===== src/hw/rtl/pulse_width_byte_serializer_core_defines.svh =====
// Assertion macros for the serializer RTL.
`ifndef PULSE_WIDTH_BYTE_SERIALIZER_CORE_DEFINES_SVH
`define PULSE_WIDTH_BYTE_SERIALIZER_CORE_DEFINES_SVH

`ifndef SYNTHESIS
`define PWBS_ASSERT(lbl, clk, rst_n, prop) \
	lbl: assert property (@(posedge clk) disable iff (!rst_n) prop) \
		else $error("pwbs assertion failed");
`define PWBS_ASSERT_IMPL(lbl, ante, cons) \
	`PWBS_ASSERT(lbl, clk, arst_n, (ante) |-> (cons))
`else
`define PWBS_ASSERT(lbl, clk, rst_n, prop)
`define PWBS_ASSERT_IMPL(lbl, ante, cons)
`endif

`endif


===== src/hw/rtl/pwbs_pkg.sv =====
package pwbs_pkg;

	localparam int TICK_WIDTH_DEF = 16;
	localparam int MAX_SYNC_DEF   = 32;

	// configuration register indexes
	localparam logic [2:0] CfgSyncCount   = 3'd0;
	localparam logic [2:0] CfgZeroMark    = 3'd1;
	localparam logic [2:0] CfgZeroSpace   = 3'd2;
	localparam logic [2:0] CfgOneMark     = 3'd3;
	localparam logic [2:0] CfgOneSpace    = 3'd4;
	localparam logic [2:0] CfgIdleSpace   = 3'd5;
	localparam logic [2:0] CfgBitsPerChar = 3'd6;
	localparam logic [2:0] CfgFrameMode   = 3'd7;

	// reset values
	localparam logic [5:0]  RstSyncCount   = 6'd8;
	localparam logic [15:0] RstZeroMark    = 16'd100;
	localparam logic [15:0] RstZeroSpace   = 16'd100;
	localparam logic [15:0] RstOneMark     = 16'd200;
	localparam logic [15:0] RstOneSpace    = 16'd200;
	localparam logic [15:0] RstIdleSpace   = 16'd1000;
	localparam logic [3:0]  RstBitsPerChar = 4'd8;
	localparam logic [3:0]  RstFrameMode   = 4'd1;

	// parity codes in frame_mode[3:1]
	localparam logic [2:0] ParNone  = 3'd0;
	localparam logic [2:0] ParMark  = 3'd1;
	localparam logic [2:0] ParSpace = 3'd2;
	localparam logic [2:0] ParOdd   = 3'd3;
	localparam logic [2:0] ParEven  = 3'd4;

	typedef struct packed {
		logic [5:0]  sync_count;
		logic [15:0] zero_mark;
		logic [15:0] zero_space;
		logic [15:0] one_mark;
		logic [15:0] one_space;
		logic [15:0] idle_space;
		logic [3:0]  bits_per_char;
		logic [3:0]  frame_mode;
	} cfg_t;

	typedef enum logic [1:0] {
		SymZero = 2'd0,
		SymOne  = 2'd1,
		SymTerm = 2'd2,
		SymIdle = 2'd3
	} sym_kind_t;

	typedef struct packed {
		logic      valid;
		sym_kind_t kind;
		logic      last;
	} sym_t;

endpackage


===== src/hw/rtl/pwbs_seq.sv =====
module pwbs_seq #(
	parameter int MAX_SYNC = pwbs_pkg::MAX_SYNC_DEF
) (
	input  logic           clk,
	input  logic           arst_n,
	input  logic           start,
	input  logic [7:0]     data_byte,
	input  logic           first_byte,
	input  logic           last_byte,
	input  pwbs_pkg::cfg_t cfg,
	input  logic           step,
	output logic           busy,
	output pwbs_pkg::sym_t sym
);

	localparam int SyncW = $clog2(MAX_SYNC + 1);

	typedef enum logic [6:0] {
		StIdle  = 7'b0000001,
		StSync  = 7'b0000010,
		StTerm  = 7'b0000100,
		StData  = 7'b0001000,
		StPar   = 7'b0010000,
		StEnd   = 7'b0100000,
		StClose = 7'b1000000
	} state_t;

	state_t             state_q, state_d, after_data, after_par;
	logic [7:0]         shreg_q;
	logic [2:0]         bitcnt_q;
	logic [SyncW-1:0]   sync_q;
	logic               par_q;
	logic               last_q;
	logic [2:0]         nbits_m1;
	logic [SyncW-1:0]   nsync;
	logic               msb_first;
	logic [2:0]         pcode;
	logic               has_par;
	logic               cur_bit;
	logic               par_bit;

	always_comb begin
		if (cfg.bits_per_char == 4'd0) begin
			nbits_m1 = 3'd0;
		end else if (cfg.bits_per_char > 4'd8) begin
			nbits_m1 = 3'd7;
		end else begin
			nbits_m1 = 3'(cfg.bits_per_char - 4'd1);
		end
	end

	assign nsync = (7'(cfg.sync_count) > 7'(MAX_SYNC)) ? SyncW'(MAX_SYNC)
		: SyncW'(cfg.sync_count);
	assign msb_first = cfg.frame_mode[0];
	assign pcode     = cfg.frame_mode[3:1];
	assign has_par   = (pcode == pwbs_pkg::ParMark) || (pcode == pwbs_pkg::ParSpace)
		|| (pcode == pwbs_pkg::ParOdd) || (pcode == pwbs_pkg::ParEven);

	// shared shift unit: the next data bit always sits at one end
	assign cur_bit = msb_first ? shreg_q[7] : shreg_q[0];

	always_comb begin
		unique case (pcode)
			pwbs_pkg::ParMark:  par_bit = 1'b1;
			pwbs_pkg::ParOdd:   par_bit = ~par_q;
			pwbs_pkg::ParEven:  par_bit = par_q;
			default:            par_bit = 1'b0;
		endcase
	end

	assign after_par  = last_q ? StEnd : StIdle;
	assign after_data = has_par ? StPar : after_par;
	assign busy       = (state_q != StIdle);

	always_comb begin
		state_d  = state_q;
		sym.kind = pwbs_pkg::SymZero;
		unique case (state_q)
			StIdle: begin
				state_d = StIdle;
			end
			StSync: begin
				state_d = (sync_q == SyncW'(1)) ? StTerm : StSync;
			end
			StTerm: begin
				sym.kind = pwbs_pkg::SymTerm;
				state_d  = StData;
			end
			StData: begin
				sym.kind = cur_bit ? pwbs_pkg::SymOne : pwbs_pkg::SymZero;
				state_d  = (bitcnt_q == 3'd0) ? after_data : StData;
			end
			StPar: begin
				sym.kind = par_bit ? pwbs_pkg::SymOne : pwbs_pkg::SymZero;
				state_d  = after_par;
			end
			StEnd: begin
				state_d = StClose;
			end
			StClose: begin
				sym.kind = pwbs_pkg::SymIdle;
				state_d  = StIdle;
			end
			default: begin
				state_d = StIdle;
			end
		endcase
		sym.valid = busy;
		sym.last  = (state_d == StIdle);
	end

	always_ff @(posedge clk or negedge arst_n) begin
		if (!arst_n) begin
			state_q <= StIdle;
		end else if (start) begin
			if (first_byte) begin
				state_q <= (nsync != '0) ? StSync : StTerm;
			end else begin
				state_q <= StData;
			end
		end else if (busy && step) begin
			state_q <= state_d;
		end
	end

	always_ff @(posedge clk) begin
		if (start) begin
			// align so the first bit sent sits at the shift end
			shreg_q  <= msb_first ? 8'(data_byte << (3'd7 - nbits_m1)) : data_byte;
			bitcnt_q <= nbits_m1;
			sync_q   <= nsync;
			par_q    <= 1'b0;
			last_q   <= last_byte;
		end else if (busy && step) begin
			if (state_q == StSync) begin
				sync_q <= sync_q - SyncW'(1);
			end
			if (state_q == StData) begin
				shreg_q  <= msb_first ? {shreg_q[6:0], 1'b0} : {1'b0, shreg_q[7:1]};
				bitcnt_q <= bitcnt_q - 3'd1;
				par_q    <= par_q ^ cur_bit;
			end
		end
	end

endmodule


===== src/hw/rtl/pwbs_out.sv =====
module pwbs_out #(
	parameter int TICK_WIDTH = pwbs_pkg::TICK_WIDTH_DEF
) (
	input  logic           clk,
	input  logic           arst_n,
	input  pwbs_pkg::sym_t sym,
	input  pwbs_pkg::cfg_t cfg,
	input  logic           out_stall,
	output logic           step,
	output logic           out_valid,
	output logic [15:0]    mark_ticks,
	output logic [15:0]    space_ticks,
	output logic           last_of_run
);

	localparam logic [15:0] TickMask = (TICK_WIDTH >= 16) ? 16'hFFFF
		: 16'((64'd1 << TICK_WIDTH) - 64'd1);

	logic        valid_q;
	logic [15:0] mark_q, space_q;
	logic        last_q;
	logic [15:0] mark_d, space_d;

	always_comb begin
		unique case (sym.kind)
			pwbs_pkg::SymZero: begin
				mark_d  = cfg.zero_mark;
				space_d = cfg.zero_space;
			end
			pwbs_pkg::SymOne: begin
				mark_d  = cfg.one_mark;
				space_d = cfg.one_space;
			end
			pwbs_pkg::SymTerm: begin
				mark_d  = cfg.zero_space;
				space_d = cfg.one_mark;
			end
			default: begin
				mark_d  = 16'd0;
				space_d = cfg.idle_space;
			end
		endcase
	end

	// advance whenever the slot is empty or being emptied
	assign step = !valid_q || !out_stall;

	always_ff @(posedge clk or negedge arst_n) begin
		if (!arst_n) begin
			valid_q <= 1'b0;
		end else if (step) begin
			valid_q <= sym.valid;
		end
	end

	always_ff @(posedge clk) begin
		if (step && sym.valid) begin
			mark_q  <= mark_d & TickMask;
			space_q <= space_d & TickMask;
			last_q  <= sym.last;
		end
	end

	assign out_valid   = valid_q;
	assign mark_ticks  = mark_q;
	assign space_ticks = space_q;
	assign last_of_run = last_q;

endmodule


===== src/hw/rtl/pulse_width_byte_serializer_core.sv =====
// The first pulse pair of an item is registered in the sequencer state and then in the output register.
// Throughput: one pair per cycle from a single pair sequencer while the output is not stalled; an item yields
//   bits + parity(0/1) + (first: sync+1) + (last: 2) pairs, 1 to 44 in all.
// A new item is taken the cycle after the last pair enters the output register.
// Reset: configuration returns to its defaults, sequencer goes idle, output empties.
`include "pulse_width_byte_serializer_core_defines.svh"

module pulse_width_byte_serializer_core #(
	parameter int TICK_WIDTH = pwbs_pkg::TICK_WIDTH_DEF,
	parameter int MAX_SYNC   = pwbs_pkg::MAX_SYNC_DEF
) (
	input  logic        clk,
	input  logic        arst_n,
	input  logic        cfg_wen,
	input  logic [2:0]  cfg_idx,
	input  logic [15:0] cfg_wdata,
	input  logic        in_valid,
	output logic        in_stall,
	input  logic [7:0]  data_byte,
	input  logic        first_byte,
	input  logic        last_byte,
	output logic        out_valid,
	input  logic        out_stall,
	output logic [15:0] mark_ticks,
	output logic [15:0] space_ticks,
	output logic        last_of_run
);

	pwbs_pkg::cfg_t cfg_q;
	pwbs_pkg::sym_t sym;
	logic           busy;
	logic           step;
	logic           start;

	always_ff @(posedge clk or negedge arst_n) begin
		if (!arst_n) begin
			cfg_q.sync_count    <= pwbs_pkg::RstSyncCount;
			cfg_q.zero_mark     <= pwbs_pkg::RstZeroMark;
			cfg_q.zero_space    <= pwbs_pkg::RstZeroSpace;
			cfg_q.one_mark      <= pwbs_pkg::RstOneMark;
			cfg_q.one_space     <= pwbs_pkg::RstOneSpace;
			cfg_q.idle_space    <= pwbs_pkg::RstIdleSpace;
			cfg_q.bits_per_char <= pwbs_pkg::RstBitsPerChar;
			cfg_q.frame_mode    <= pwbs_pkg::RstFrameMode;
		end else if (cfg_wen) begin
			unique case (cfg_idx)
				pwbs_pkg::CfgSyncCount:   cfg_q.sync_count    <= cfg_wdata[5:0];
				pwbs_pkg::CfgZeroMark:    cfg_q.zero_mark     <= cfg_wdata;
				pwbs_pkg::CfgZeroSpace:   cfg_q.zero_space    <= cfg_wdata;
				pwbs_pkg::CfgOneMark:     cfg_q.one_mark      <= cfg_wdata;
				pwbs_pkg::CfgOneSpace:    cfg_q.one_space     <= cfg_wdata;
				pwbs_pkg::CfgIdleSpace:   cfg_q.idle_space    <= cfg_wdata;
				pwbs_pkg::CfgBitsPerChar: cfg_q.bits_per_char <= cfg_wdata[3:0];
				pwbs_pkg::CfgFrameMode:   cfg_q.frame_mode    <= cfg_wdata[3:0];
				default: begin
				end
			endcase
		end
	end

	assign in_stall = busy;
	assign start    = in_valid && !in_stall;

	pwbs_seq #(
		.MAX_SYNC(MAX_SYNC)
	) u_seq (
		.clk        (clk),
		.arst_n     (arst_n),
		.start      (start),
		.data_byte  (data_byte),
		.first_byte (first_byte),
		.last_byte  (last_byte),
		.cfg        (cfg_q),
		.step       (step),
		.busy       (busy),
		.sym        (sym)
	);

	pwbs_out #(
		.TICK_WIDTH(TICK_WIDTH)
	) u_out (
		.clk         (clk),
		.arst_n      (arst_n),
		.sym         (sym),
		.cfg         (cfg_q),
		.out_stall   (out_stall),
		.step        (step),
		.out_valid   (out_valid),
		.mark_ticks  (mark_ticks),
		.space_ticks (space_ticks),
		.last_of_run (last_of_run)
	);

	// every item yields at least one pair, so the sequencer must be busy next cycle
	`PWBS_ASSERT(a_accept_busy, clk, arst_n, (in_valid && !in_stall) |=> in_stall)
	// a pair that is not the end of its run means more pairs are still to come
	`PWBS_ASSERT_IMPL(a_mid_run_busy, out_valid && !out_stall && !last_of_run, in_stall)

endmodule

===== config.mk =====
export PLATFORM = sky130hd
export DESIGN_NAME = pulse_width_byte_serializer_core
export DESIGN_NICKNAME = d
export VERILOG_FILES = /design/src/hw/rtl/pwbs_pkg.sv /design/src/hw/rtl/pwbs_seq.sv /design/src/hw/rtl/pwbs_out.sv /design/src/hw/rtl/pulse_width_byte_serializer_core.sv
export VERILOG_INCLUDE_DIRS = /design/src /design/src/hw/rtl
export SDC_FILE = /design/constraint.sdc
export NUM_CORES = 1
export LEC_CHECK = 0
export BUFFER_PORTS_ARGS = -buffer_cell sky130_fd_sc_hd__buf_2
export CAP_MARGIN = 10
export CORE_AREA = 4 4 159 84
export CTS_BUF_LIST = sky130_fd_sc_hd__clkbuf_4 sky130_fd_sc_hd__clkbuf_8 sky130_fd_sc_hd__clkbuf_16
export DETAILED_ROUTE_END_ITERATION = 12
export DIE_AREA = 0 0 163 88
export PLACE_DENSITY = 0.84
export SLEW_MARGIN = 20
export SYNTH_ARGS = -nofsm -noshare
export SYNTH_HDL_FRONTEND = slang
export SYNTH_SLANG_ARGS = --single-unit

===== constraint.sdc =====
create_clock -name clk -period 7 [get_ports clk]
set_input_delay 1.05 -clock clk [delete_from_list [all_inputs] [get_ports clk]]
set_output_delay 1.05 -clock clk [all_outputs]
set_load 0.1 [all_outputs]

# Word-level counts from Yosys, hierarchy flattened
# Cells that the tools add are included.
# Widths: inputs -> output; s select.
dict set report totals {
  regBits 154
  elab_cells 107
  out_inout_bits 35
  inputBits 34
}
dict set report op_classes {
  n_shift 1
  n_addsub 4
  muxes 30
  n_bitwise 2
  n_lt_le_gt_ge 2
  n_reduce_logical 28
  n_eq_ne 22
}
# cell count
set op_table {}
lappend op_table {{$pmux 16 s3} 2}
lappend op_table {{$mux 8} 5}
lappend op_table {{$mux 7} 5}
lappend op_table {{$pmux 7 s5} 1}
lappend op_table {{$mux 6} 5}
lappend op_table {{$reduce_and 2->1} 11}
lappend op_table {{$mux 3} 7}
lappend op_table {{$eq 3x3->1 const B} 5}
lappend op_table {{$eq 3x2->1 const B} 4}
lappend op_table {{$pmux 2 s4} 1}
lappend op_table {{$shl 8x3->8} 1}
lappend op_table {{$eq 7x1->1 const B} 1}
lappend op_table {{$eq 7x2->1 const B} 1}
lappend op_table {{$eq 7x3->1 const B} 1}
lappend op_table {{$eq 7x4->1 const B} 1}
lappend op_table {{$eq 7x5->1 const B} 1}
lappend op_table {{$eq 7x6->1 const B} 1}
lappend op_table {{$eq 7x7->1 const B} 1}
lappend op_table {{$ne 7x1->1 const B} 1}
lappend op_table {{$eq 3x1->1 const B} 2}
lappend op_table {{$eq 6x1->1 const B} 1}
lappend op_table {{$gt 6x6->1 const B} 1}
lappend op_table {{$logic_not 3->1} 2}
lappend op_table {{$reduce_bool 2->1} 3}
lappend op_table {{other kinds (16)} 25}

# Depth between registers and ports, before layout
dict set report logic_depth {
  depth_word 9
  ltp_mapped 9
  ltp_nobuf 7
}

# Hierarchy
# A second synthesis with hierarchy kept.
dict set report hier_totals {
  cells_unflattened 566
  area_unflattened_um2 7816.2
}
# module area_each_um2 cells_per_inst seq_area_each_um2 n_inst
set modules_own_cells {}
lappend modules_own_cells {pulse_width_byte_serializer_core 3814.9 209 2378.5 1}
lappend modules_own_cells {pwbs_seq 2148.3 246 737.0 1}
lappend modules_own_cells {pwbs_out 1853.0 111 1016.0 1}

# Worst setup path before layout
# No wires, ideal clock.
dict set report synth_timing {
  path_kind {register to register}
  start {reg u_seq.state_q[5]}
  end {reg u_seq.bitcnt_q[0] (enable)}
  stages_incl_launch_ff 8
  period_less_slack_ns 3.286
  arrival_time_ns 2.965
  t_required_ns 6.679
  path_buffers 1
  path_slack_ns 3.714
  setup_time_ns 0.321
  path_cell_list {dfrtp_1 > buf_4 > nor4_4 > nand3_1 > nand2_2 > inv_2 > nand2_1 > nand2_1}
}
dict set report synth_via {
  elab_chain_len 5
  word_cells_on_any_way 8
  cone_classes {eq/ne (2); reduce/logical (6)}
}
# item line_no
set synth_lines {}
lappend synth_lines {{start: declaration} pwbs_seq.sv:28} ;# state_t state_q, state_d, after_data, after_par;
lappend synth_lines {{start signal: assignment} pwbs_seq.sv:114} ;# state_q <= StIdle;
lappend synth_lines {{start signal: assignment} pwbs_seq.sv:117} ;# state_q <= (nsync != '0) ? StSync : StTerm;
lappend synth_lines {{start signal: assignment} pwbs_seq.sv:119} ;# state_q <= StData;
lappend synth_lines {{$ne 7x1->1 *} pwbs_seq.sv:73} ;# assign busy = (state_q != StIdle);
lappend synth_lines {{named net in_stall} pulse_width_byte_serializer_core.sv:18} ;# output logic in_stall,
lappend synth_lines {{$logic_not 1->1} pulse_width_byte_serializer_core.sv:62} ;# assign start = in_valid && !in_stall;
lappend synth_lines {{$logic_and 1x1->1} pulse_width_byte_serializer_core.sv:62}
lappend synth_lines {{$reduce_bool 2->1 (no line)} -}
lappend synth_lines {{$reduce_and 2->1 (no line) *} -}
lappend synth_lines {{end signal: assignment} pwbs_seq.sv:130} ;# bitcnt_q <= nbits_m1;
lappend synth_lines {{end signal: assignment} pwbs_seq.sv:140} ;# bitcnt_q <= bitcnt_q - 3'd1;
lappend synth_lines {{end: declaration} pwbs_seq.sv:30} ;# logic [2:0] bitcnt_q;
# The timed path passes the listed nets; every way through them passes the cells marked *.
# A chain may end at the register's enable or synchronous reset.

# Worst setup path in the final report
dict set report layout_timing {
  start {reg u_seq.state_q[5]}
  end {out in_stall}
}
dict set report layout_via {
  elab_chain_len 1
}
# item line_no
set layout_lines {}
lappend layout_lines {{$ne 7x1->1} pwbs_seq.sv:73}
lappend layout_lines {{end: declaration} pulse_width_byte_serializer_core.sv:18}
# Every way passes these cells.

==> impl_results.md <==
* Status: finished clean
* Root buffer cell: clkbuf_16
* Maximum clock frequency at 319.5 MHz
* Data arrival time of the critical path at 2.08 ns
* Mean Syn Cell Area at approximately 12 sq um
* Crit-path max FO at 10
* Fin crit share at between 40% and 50%
* Largest net degree at the start of global routing at 87
* Pre-Repair DR Iteration Count at 5
* Post-Syn Area at about 7500 sq um
* VDD IR max at between 0.3 and 0.4 mV
* Sequential fraction of the synthesis area at a little over half
* GRT Total Usage at 27.23%
* Worst path max stage delay at just under 0.6 ns
* CTS resizes at 0
* Synth unique cells at 70
* Final hold viol count at 0
* Post-Syn Instances at 630
* Vias in the first global route at 5,772
* 1st-iter DRT viols at 529
* Minimum clock period at 3.130 ns
* Nets@finish at between 700 and 800
* Die outline area at around 14,000 sq um
* Reg2reg start: u_seq.state_q[5]$_DFFE_PN0P_
* H-tree levels at 4
* Placeable Area at between 10,000 and 15,000 sq um
* GP Congestion at around 0.94
* DP HPWL at approximately 11,000 um
* WS Path Type: register to output pin
* Total number of vias at roughly 5,600
* Max-cap violations at 0
* Required @ worst endpoint at between 5 and 6 ns
* Std cell rows at 28
* Vias per cell at 6.478
* Most common cell after layout, fill and taps aside: mux2_2
* DIE HEIGHT at approximately 90 um
* Setup Viol. Count Final at 0
* Slew @ Worst Pin at 1.133 ns
* Hold Buf Count CTS at 0
* Worst skew pair latency at approximately 0.43 ns
* CTS max path bufs at 2
* Slew margin rel. at between 20% and 30%
* Share of cells above drive strength 1 at between 30% and 40%
* Drt drc at 0
* CP Launch Type: register
* Slew Limit Fails at 0
* Final worst setup slack at about 3.9 ns
* Number of enable flip-flop cells after synthesis at between 50 and 60
* Routed wire length at between 15,000 and 20,000 um
* Grt ovf at 0
* RSZ-0062 raised after global routing: no
* Top_reg_cell synth: dfrtp_1
* Cts bufs inserted at 17
* CTS tree: built
* Crit. Startpoint: u_seq.state_q[5]$_DFFE_PN0P_
* Pre-CTS setup slack at ~4 ns
* Ant diodes at 0
* Starting Density at between 60% and 70%
* Min-Delay Path Class: input pin to async pin
* Post-synth net total at 669
* Final clock skew at ~0.012 ns
* Crit path max-delay cell type: nor4_4
* Clock transition at path regs at roughly 0.060 ns
* Initial antenna violation count at 0
* Routed wire length per instance at ~22 um
* Pleak at 3.463 nW
* Worst Setup End Kind: output pin
* I/O pin cnt at just under 70
* CP cell instances: nor4_4 -> nand3_1 -> buf_2
* Sink Count at between 150 and 200
* Post-DRT Antenna Nets at 0
* Port Buf Inserts at 68
* Fin Setup TNS at 0 ns
* Most frequent cells in the layout: mux2_2 (96), dfrtp_1 (80), buf_2 (67)
* Die Wd at 163 um
* P&R area growth vs syn at 13.23%
* Pwr dens at about 460 nW/um^2
* Postcts setup bufs at 0
* Synth warn at 0
* FF+latch count, synth at approximately 150
* Asr flop ratio synth at 66.23%
* First-pass GRT wire length at slightly above 30,000 um
-- critical path, delay by kind of cell (launching register included) --
family / cells / cell delay (ns)
buf+inv: 1 / 0.34
flops: 1 / 0.54
simple gates: 2 / 0.78
-- state kept, by name, indices dropped and copies added (netlist names) --
name	cells
u_seq.last_q	1
u_out.out_valid	1
u_seq.par_q	1
u_seq.shreg_q	8
u_out.mark_ticks	16
cfg_q	94
u_out.last_of_run	1
u_seq.bitcnt_q	3
u_seq.state_q	7
u_seq.sync_q	6
u_out.space_ticks	16
-- final cells by class --
type | instances | area [sq um]
inverters | 17 | 63.81
flip-flops and latches | 154 | 4131
clock buffers | 22 | 480.5
multi-input cells | 419 | 3159
well taps | 165 | 206.4
clock inverters | 10 | 92.59
fillers | 761 | 3238
repair buffers | 75 | 399.1
-- metal layers --
layer,GRT usage (%),routed length (um),up-vias,part of all wire (%)
met5,0,0,-,0
met2,45.86,9143,287,49
met4,12.33,565,0,3.0
met1,34.41,7474,2772,40
li1,-,-,2460,-
met3,6.206,1474,65,7.9
-- stage by stage --
stage	cell area, sq um	hold slack, ns	utilization, %	total power (W)	std cells
6_report	8533	0.4841	72.49	0.003909	862
5_1_grt	8533	0.4822	72.49	0.004075	862
2_1_floorplan	7536	0.4720	-	0.002699	630
3_5_place_dp	7956	0.4947	67.59	0.002985	830
4_1_cts	8529	0.4767	72.46	0.003907	862
3_3_place_gp	7956	0.4890	67.59	0.002933	830
-- cells in the mapped netlist, drive strengths merged (3+ instances only) --
cell type / n / area share [%]
mux2: 96 / 14
dfrtp: 80 / 27
edfxtp: 51 / 20
a21oi: 49 / 3.3
nand2: 46 / 2.3
nand3: 32 / 2.1
nor2: 28 / 1.4
buf: 26 / 2.0
dfstp: 22 / 7.7
o21ai: 18 / 1.2
inv: 17 / 0.85
clkbuf: 14 / 0.70
mux2i: 12 / 1.6
o22ai: 12 / 1.0
a221oi: 11 / 1.9
a31oi: 11 / 0.91
a22oi: 8 / 0.80
nor3: 7 / 0.46
nor3b: 7 / 0.83
nand2b: 6 / 0.50
ha: 5 / 0.83
nand3b: 5 / 0.50
nor2b: 5 / 0.42
nor4: 5 / 0.81
xnor2: 5 / 0.58
nand4: 4 / 0.42
nand4b: 4 / 0.46
xor2: 4 / 0.46
a2bb2oi: 3 / 0.35
and2: 3 / 0.25
o221ai: 3 / 0.35
-- path summary, 6_finish.rpt --
kind                                          endpoint  slack, ns  cells past startpoint
max in group asynchronous  u_out.out_valid$_DFFE_PN0N_       5.47                      2
setup / recovery                              in_stall       3.87                      3
min in group clk                 cfg_q[34]$_DFFE_PN0P_       0.51                      1
hold / removal                   cfg_q[34]$_DFFE_PN0P_       0.48                      1
hold reg to reg                  cfg_q[34]$_DFFE_PN0P_       0.51                      1
setup reg to reg            u_seq.shreg_q[5]$_DFFE_PP_       4.04                      5
-- cell families (layout without fill, tap and decap cells) --
logic type,count (synthesis),count (layout),synth area share (%)
AND/OR/NAND/NOR,159,159,11.22
flip-flops,154,154,54.82
AO/OA/AOI/OAI,136,136,12.35
multiplexers,108,108,15.94
buffers and inverters,57,124,3.503
XOR/XNOR,9,9,1.046
adder cells (fa/ha/maj),7,7,1.112
-- report_power, final --
part | internal (W) | switching, W
clock network | 0.000527 | 0.000373
logic | 0.000380 | 0.00115
registers | 0.00130 | 0.000183
No activity file was read; power rests on OpenSTA's default activity.
